File: src/design/tfps_pkg.sv
// Shared types, codes and the firing schedule of the thyristor pulse sequencer.
package tfps_pkg;

  typedef enum logic {
    OP_TICK  = 1'b0,
    OP_PHASE = 1'b1
  } op_e;

  typedef enum logic [1:0] {
    GATE_ONE   = 2'd0,
    GATE_TWO   = 2'd1,
    GATE_THREE = 2'd2
  } gate_e;

  typedef struct packed {
    logic       op;
    logic [7:0] phase_count;
  } in_t;

  typedef struct packed {
    logic gate_one;
    logic gate_two;
    logic gate_three;
  } out_t;

  typedef struct packed {
    logic       hit;
    gate_e      gate;
    logic [3:0] load;
  } sched_t;

  function automatic sched_t entry(gate_e gate, logic [3:0] load);
    sched_t e;
    e.hit  = 1'b1;
    e.gate = gate;
    e.load = load;
    return e;
  endfunction

  function automatic sched_t sched_lookup(logic [2:0] mode, logic [7:0] step);
    sched_t e;
    e = '{hit: 1'b0, gate: GATE_ONE, load: 4'd0};
    case (mode)
      3'd1: begin
        case (step)
          8'd0:    e = entry(GATE_THREE, 4'd1);
          8'd24:   e = entry(GATE_TWO, 4'd3);
          8'd37:   e = entry(GATE_ONE, 4'd4);
          8'd51:   e = entry(GATE_TWO, 4'd8);
          8'd65:   e = entry(GATE_ONE, 4'd8);
          default: e.hit = 1'b0;
        endcase
      end
      3'd2: begin
        case (step)
          8'd0:    e = entry(GATE_THREE, 4'd1);
          8'd14:   e = entry(GATE_TWO, 4'd4);
          8'd27:   e = entry(GATE_ONE, 4'd4);
          default: e.hit = 1'b0;
        endcase
      end
      3'd3: begin
        case (step)
          8'd0:    e = entry(GATE_THREE, 4'd1);
          8'd11:   e = entry(GATE_TWO, 4'd4);
          8'd28:   e = entry(GATE_ONE, 4'd4);
          default: e.hit = 1'b0;
        endcase
      end
      3'd4: begin
        case (step)
          8'd0:    e = entry(GATE_TWO, 4'd5);
          8'd8:    e = entry(GATE_THREE, 4'd1);
          8'd32:   e = entry(GATE_ONE, 4'd4);
          8'd45:   e = entry(GATE_TWO, 4'd8);
          default: e.hit = 1'b0;
        endcase
      end
      3'd5: begin
        case (step)
          8'd0:    e = entry(GATE_TWO, 4'd5);
          8'd8:    e = entry(GATE_THREE, 4'd1);
          8'd22:   e = entry(GATE_ONE, 4'd4);
          8'd35:   e = entry(GATE_TWO, 4'd8);
          default: e.hit = 1'b0;
        endcase
      end
      3'd6: begin
        case (step)
          8'd0:    e = entry(GATE_THREE, 4'd1);
          default: e.hit = 1'b0;
        endcase
      end
      default: e.hit = 1'b0;
    endcase
    return e;
  endfunction

endpackage

File: src/design/tfps_core.sv
// Pulse state, mode register and next gate levels of the sequencer.
module tfps_core (
  input  logic             clk_i,
  input  logic             rst_ni,
  input  logic             cfg_we_i,
  input  logic [2:0]       cfg_wdata_i,
  input  logic             accept_i,
  input  tfps_pkg::in_t    item_i,
  output tfps_pkg::out_t   result_o
);

  logic [2:0] mode_q;
  logic       off_next_q, off_next_d;
  logic [3:0] left_one_q, left_one_d;
  logic [3:0] left_two_q, left_two_d;
  logic       left_three_q, left_three_d;
  logic [2:0] gates_q, gates_d;
  tfps_pkg::sched_t hit;

  assign hit = tfps_pkg::sched_lookup(mode_q, item_i.phase_count);

  always_comb begin
    off_next_d   = off_next_q;
    left_one_d   = left_one_q;
    left_two_d   = left_two_q;
    left_three_d = left_three_q;
    gates_d      = gates_q;
    if (item_i.op == tfps_pkg::OP_PHASE) begin
      if (hit.hit) begin
        case (hit.gate)
          tfps_pkg::GATE_ONE: begin
            left_one_d = hit.load;
            gates_d[0] = 1'b1;
          end
          tfps_pkg::GATE_TWO: begin
            left_two_d = hit.load;
            gates_d[1] = 1'b1;
          end
          tfps_pkg::GATE_THREE: begin
            left_three_d = hit.load[0];
            gates_d[2]   = 1'b1;
          end
          default: gates_d = gates_q;
        endcase
        off_next_d = 1'b1;
      end
    end else begin
      if (off_next_q) begin
        gates_d      = 3'b000;
        left_one_d   = (left_one_q != 4'd0) ? left_one_q - 4'd1 : left_one_q;
        left_two_d   = (left_two_q != 4'd0) ? left_two_q - 4'd1 : left_two_q;
        left_three_d = 1'b0;
      end else begin
        gates_d = {gates_q[2], left_two_q != 4'd0, left_one_q != 4'd0};
      end
      off_next_d = ~off_next_q;
    end
  end

  always_ff @(posedge clk_i or negedge rst_ni) begin
    if (!rst_ni) begin
      mode_q       <= 3'd0;
      off_next_q   <= 1'b0;
      left_one_q   <= 4'd0;
      left_two_q   <= 4'd0;
      left_three_q <= 1'b0;
      gates_q      <= 3'b000;
    end else begin
      if (cfg_we_i) begin
        mode_q <= cfg_wdata_i;
      end
      if (accept_i) begin
        off_next_q   <= off_next_d;
        left_one_q   <= left_one_d;
        left_two_q   <= left_two_d;
        left_three_q <= left_three_d;
        gates_q      <= gates_d;
      end
    end
  end

  assign result_o.gate_one   = gates_d[0];
  assign result_o.gate_two   = gates_d[1];
  assign result_o.gate_three = gates_d[2];

endmodule

File: src/design/tfps_obuf.sv
// Result register with a skid stage between the core and the output channel.
module tfps_obuf (
  input  logic           clk_i,
  input  logic           rst_ni,
  input  logic           push_i,
  input  tfps_pkg::out_t push_data_i,
  output logic           full_o,
  output logic           out_valid_o,
  input  logic           out_stall_i,
  output tfps_pkg::out_t out_data_o
);

  logic           main_valid_q;
  logic           skid_valid_q;
  tfps_pkg::out_t main_q;
  tfps_pkg::out_t skid_q;
  logic           pop;

  assign pop = main_valid_q & ~out_stall_i;

  always_ff @(posedge clk_i or negedge rst_ni) begin
    if (!rst_ni) begin
      main_valid_q <= 1'b0;
      skid_valid_q <= 1'b0;
    end else begin
      if (!main_valid_q || pop) begin
        main_valid_q <= skid_valid_q | push_i;
        skid_valid_q <= 1'b0;
      end else if (push_i) begin
        skid_valid_q <= 1'b1;
      end
    end
  end

  always_ff @(posedge clk_i) begin
    if (!main_valid_q || pop) begin
      main_q <= skid_valid_q ? skid_q : push_data_i;
    end else if (push_i) begin
      skid_q <= push_data_i;
    end
  end

  assign full_o      = skid_valid_q;
  assign out_valid_o = main_valid_q;
  assign out_data_o  = main_q;

endmodule

File: src/design/thyristor_firing_pulse_sequencer_top.sv
// Top level of the three-gate thyristor firing-pulse sequencer.
//
//   channel  direction  handshake               payload
//   in       input      in_valid_i / in_stall_o  in_data_i  (tfps_pkg::in_t)
//   out      output     out_valid_o / out_stall_i out_data_o (tfps_pkg::out_t)
//   cfg      input      cfg_we_i                 cfg_wdata_i (sequence_mode)
//
// One item per cycle while in_stall_o is low; each beat's result is registered in the output buffer on acceptance.
// The schedule lookup and the pulse-count update sit between the state and result registers.
// Reset clears the mode, pulse counts, toggle phase and gate levels; no clearing pass.
// A two-entry output buffer keeps accepting while a result is stalled; in_stall_o
// rises only when both entries hold results.
module thyristor_firing_pulse_sequencer_top (
  input  logic           clk_i,
  input  logic           rst_ni,
  input  logic           in_valid_i,
  output logic           in_stall_o,
  input  tfps_pkg::in_t  in_data_i,
  output logic           out_valid_o,
  input  logic           out_stall_i,
  output tfps_pkg::out_t out_data_o,
  input  logic           cfg_we_i,
  input  logic [2:0]     cfg_wdata_i
);

  logic           accept;
  logic           full;
  tfps_pkg::out_t result;

  assign in_stall_o = full;
  assign accept     = in_valid_i & ~full;

  tfps_core u_core (
    .clk_i       (clk_i),
    .rst_ni      (rst_ni),
    .cfg_we_i    (cfg_we_i),
    .cfg_wdata_i (cfg_wdata_i),
    .accept_i    (accept),
    .item_i      (in_data_i),
    .result_o    (result)
  );

  tfps_obuf u_obuf (
    .clk_i       (clk_i),
    .rst_ni      (rst_ni),
    .push_i      (accept),
    .push_data_i (result),
    .full_o      (full),
    .out_valid_o (out_valid_o),
    .out_stall_i (out_stall_i),
    .out_data_o  (out_data_o)
  );

endmodule

File: config.mk
export PLATFORM = sky130hd
export DESIGN_NAME = thyristor_firing_pulse_sequencer_top
export DESIGN_NICKNAME = d
export VERILOG_FILES = /design/src/design/tfps_pkg.sv /design/src/design/tfps_core.sv /design/src/design/tfps_obuf.sv /design/src/design/thyristor_firing_pulse_sequencer_top.sv
export SDC_FILE = /design/constraint.sdc
export NUM_CORES = 1
export LEC_CHECK = 0
export BUFFER_PORTS_ARGS = -buffer_cell sky130_fd_sc_hd__buf_2
export CAP_MARGIN = 20
export CORE_UTILIZATION = 50
export CTS_BUF_LIST = sky130_fd_sc_hd__clkbuf_16
export CTS_CLUSTER_DIAMETER = 150
export DETAILED_ROUTE_END_ITERATION = 10
export GPL_TIMING_DRIVEN = 0
export PLACE_DENSITY = 0.7
export SLEW_MARGIN = 0
export SYNTH_ARGS = -nofsm -noshare
export SYNTH_HDL_FRONTEND = slang
export SYNTH_SLANG_ARGS = --single-unit
File: constraint.sdc
create_clock -name clk_i -period 3 [get_ports clk_i]
set_clock_uncertainty 0.2 [all_clocks]
set_input_delay 0.3 -clock clk_i [delete_from_list [all_inputs] [get_ports clk_i]]
set_output_delay 0.3 -clock clk_i [all_outputs]
set_load 0.02 [all_outputs]
==> flow_metrics.env <==
export IMPL_standard_cell_rows=21
export IMPL_antenna_found_initial=0
export IMPL_register_area_um2=606
export IMPL_worst_case_register_to_register_setup_slack_ps=370
export IMPL_wl_per_cell_um=16.5
export IMPL_reg2reg_to="u_core.left_one_q[2]"
export IMPL_synth_fp_nets=217
export IMPL_antenna_left=0
export IMPL_critical_path_maximum_fanout=8
export IMPL_postCtsHoldBufs=1
export IMPL_synth_area_mux_share_pct=3.18
export IMPL_synth_seq_cells=23
export IMPL_globalRouteTotalUtil_pct=26.8
export IMPL_ys_dominant_reg_cell="dfrtp_1"
export IMPL_async_set_or_reset_register_ratio_after_synthesis_pct=73.9
export IMPL_die_extent_in_y_um=60.9
export IMPL_cells_after_synth=198
export IMPL_start_util_pct=51.9
export IMPL_finalCriticalPeriod_ps=2630
export IMPL_yosysTopAreaCell="dfrtp_1"
export IMPL_grt_first_pass_wirelength_um=7310
export IMPL_cts_inserted_buffers=3
export IMPL_synth_sequential_area_ratio_pct=34.9
export IMPL_part_of_the_cycle_the_worst_path_needs_pct=87.7
export IMPL_max_cap_violations=0
export IMPL_syn2layout_area_growth_pct=13.9
export IMPL_top_level_ports=22
export IMPL_dp_final_hpwl_um=3380
export IMPL_routed_via_count=1653
export IMPL_origin_of_the_critical_flop_to_flop_path="u_obuf.full_o"
export IMPL_synthXorXnorAreaFrac_pct=0
export IMPL_dieArea_mm2=0.00371
export IMPL_clock_insertion_delay_worst_skew_ps=250
export IMPL_antenna_diode_count=0
export IMPL_clock_root_buffer="clkbuf_16"
export IMPL_maximum_achievable_frequency_mhz=380
export IMPL_die_w_um=60.9
export IMPL_multi_input_area_mm2=0.00101
export IMPL_cp_arrival_ps=2550
export IMPL_clk_transition_reported_paths_ps=60
export IMPL_total_leakage_power_uw=0.000769
export IMPL_worst_endpoint_required_ps=2910
export IMPL_max_slew_margin_rel_pct=62.0
export IMPL_finalSetupViolations=0
export IMPL_grt_pass1_vias=1529
export IMPL_final_hold_violation_count=0
export IMPL_syn_area_mm2=0.00173
export IMPL_min_delay_path_class="input pin to flip-flop"
export IMPL_setup_repair_after_global_routing_missed_its_margin="false"
export IMPL_fp_coreArea_mm2=0.00334
export IMPL_setup_worst_path_class="flip-flop to flip-flop"
export IMPL_cts_sinks=23
export IMPL_grt_overflow=0
export IMPL_drt_pre_antenna_iters=4
export IMPL_nets=242
export IMPL_synth_cell_types=58
export IMPL_synthDominantCellAreaShare_pct=24.5
export IMPL_m1WireLength_um=2020
export IMPL_layout_cells_non_filler=268
export IMPL_postCtsResizedCells=0
export IMPL_finalWirelength_um=4420
export IMPL_post_place_cells=263
export IMPL_htreeDepth=1
export IMPL_met3_wirelength_um=289
export IMPL_synth_compound_gate_area_share_pct=23.0
export IMPL_cts_path_max_buffers=2
export IMPL_synth_top_cells_by_area="dfrtp_1 (25%), edfxtp_1 (10%), nor4bb_1 (3.5%)"
export IMPL_setup_worst_path_start="u_obuf.full_o"
export IMPL_most_frequent_cell_after_synthesis="dfrtp_1"
export IMPL_synth_top_family_by_area="simple AND/OR/NAND/NOR gates"
export IMPL_synth_enable_flop_cells=6
export IMPL_gp_routability_congestion=0.884
export IMPL_reg2reg_depth=7
export IMPL_drc=0
export IMPL_count_of_input_and_output_buffers=19
export IMPL_yosys_area_share_simple_pct=31.0
export IMPL_syn_area_per_cell_um2=8.75
export IMPL_synth_warning_count=0
export IMPL_max_slew_worst_pin_slew_ps=565
export IMPL_clock_tree_from_tritoncts="yes"
export IMPL_fillerInstances=324
export IMPL_finalMaxSlewViolations=0
export IMPL_critPathMaxStageDelay_ps=490
export IMPL_end_kind="flip-flop"
export IMPL_detailedRoute_firstIterationViolations=76
export IMPL_worst_vdd_ir_v=0.000453
export IMPL_cells_traversed_along_the_worst_timing_path="clkbuf_1 -> nand2b_1 -> nor3_1 -> o21ai_0 -> o31a_1 -> a21oi_1 -> o221ai_1"
export IMPL_highest_layer_used_for_signal_routing="met4"
export IMPL_power_per_cell_area_mw_per_mm2=534
export IMPL_met2RoutedLength_um=2090
export IMPL_critical_path_slowest_cell="nor3_1"
export IMPL_post_cts_buffers=0
export IMPL_final_setup_tns_ps=0
export IMPL_grt_start_max_net_pins=18
export IMPL_synth_top_cells_by_count="dfrtp_1 (17), nor2_1 (15), nand2_1 (14)"
export IMPL_routed_via_density=6.17
export IMPL_crit_path_end="u_core.left_one_q[2]"
export IMPL_kind_of_start_point_of_the_critical_path="flip-flop"
export IMPL_drive_gt1_share_pct=18.5
export IMPL_status="finished, final reports clean"
export IMPL_synth_adder_area_share_pct=1.44
[metal layers]
layer / GRT usage, % / vias to the layer above
li1: - / 798
met5: 0 / -
met3: 6.18 / 2
met2: 42.9 / 55
met1: 37.3 / 798
met4: 5.19 / 0
[worst max-delay path: cells and delay by family, from the launching register on]
family          cells  cell delay (ps)
compound gates      4              920
simple gates        2              800
buf+inv             1              190
flops               1              380
[placed cells by master (no fill, tap or decap), types with 7 or more instances in the layout]
cell type  netlist  routed
dfrtp_1         17      17
o211ai_1         7       7
nand4_1          7       7
o21ai_0          8       8
inv_1           13      14
buf_2            6      25
nand2_1         14      14
nor2_1          15      15
nor2b_1          7       7
nor3_1           9       9
[through the flow]
stage	cell area, µm²	setup WS, ps	hold WS [ps]	util, %	power (µW)
final	1970	368	50.3	59.2	1050
after floorplan	1730	799	-196	-	670
after CTS	1970	450	52.9	59.2	1050
after global placement	1890	452	39.6	56.5	742
after global routing	1970	213	63.8	59.2	1110
after detailed placement	1890	442	57.6	56.5	766
[cell type report]
cell class,count,share of cell area (%)
Buffer,13,3.23
Clock buffer,3,3.80
Clock inverter,1,0.190
Inverter,13,2.47
Multi-Input combinational cell,149,51.4
Sequential cell,23,30.7
Tap cell,46,2.92
Timing Repair Buffer,20,5.32
[report_power, final]
part           internal (µW)  total, µW  switching [µW]
Clock                    178        289             111
Combinational            137        336             199
Sequential               391        429            38.5
Total                    706       1050             348
[state kept, by name (all words and copies together), names as in the netlist]
signal / cells
u_core.left_one_q: 4
u_core.left_two_q: 4
u_core.gates_q: 3
u_core.mode_q: 3
u_obuf.out_data_o: 3
u_obuf.skid_q: 3
u_core.off_next_q: 1
u_obuf.full_o: 1
u_obuf.out_valid_o: 1
[cell families after synthesis]
| kind of cell | Yosys count |
|---|---|
| buffers and inverters | 26 |
| and+or+nand+nor | 87 |
| AOI/OAI and AO/OA | 55 |
| muxes | 5 |
| adders and majority gates | 2 |
| DFF | 23 |
[how the worst min path moves through the flow]
stage,startpoint,endpoint,slack (ps),depth (start not counted)
after global routing,cfg_wdata_i[2],u_core.mode_q[2],60,3
final,cfg_wdata_i[2],u_core.mode_q[2],50,3
after CTS,cfg_wdata_i[1],u_core.mode_q[1],50,3
after global placement,rst_ni,u_core.left_two_q[1],40,1
after detailed placement,rst_ni,u_core.left_two_q[0],60,1
after floorplan,rst_ni,u_core.gates_q[0],-200,0
No activity file was read; power rests on OpenSTA's default activity.
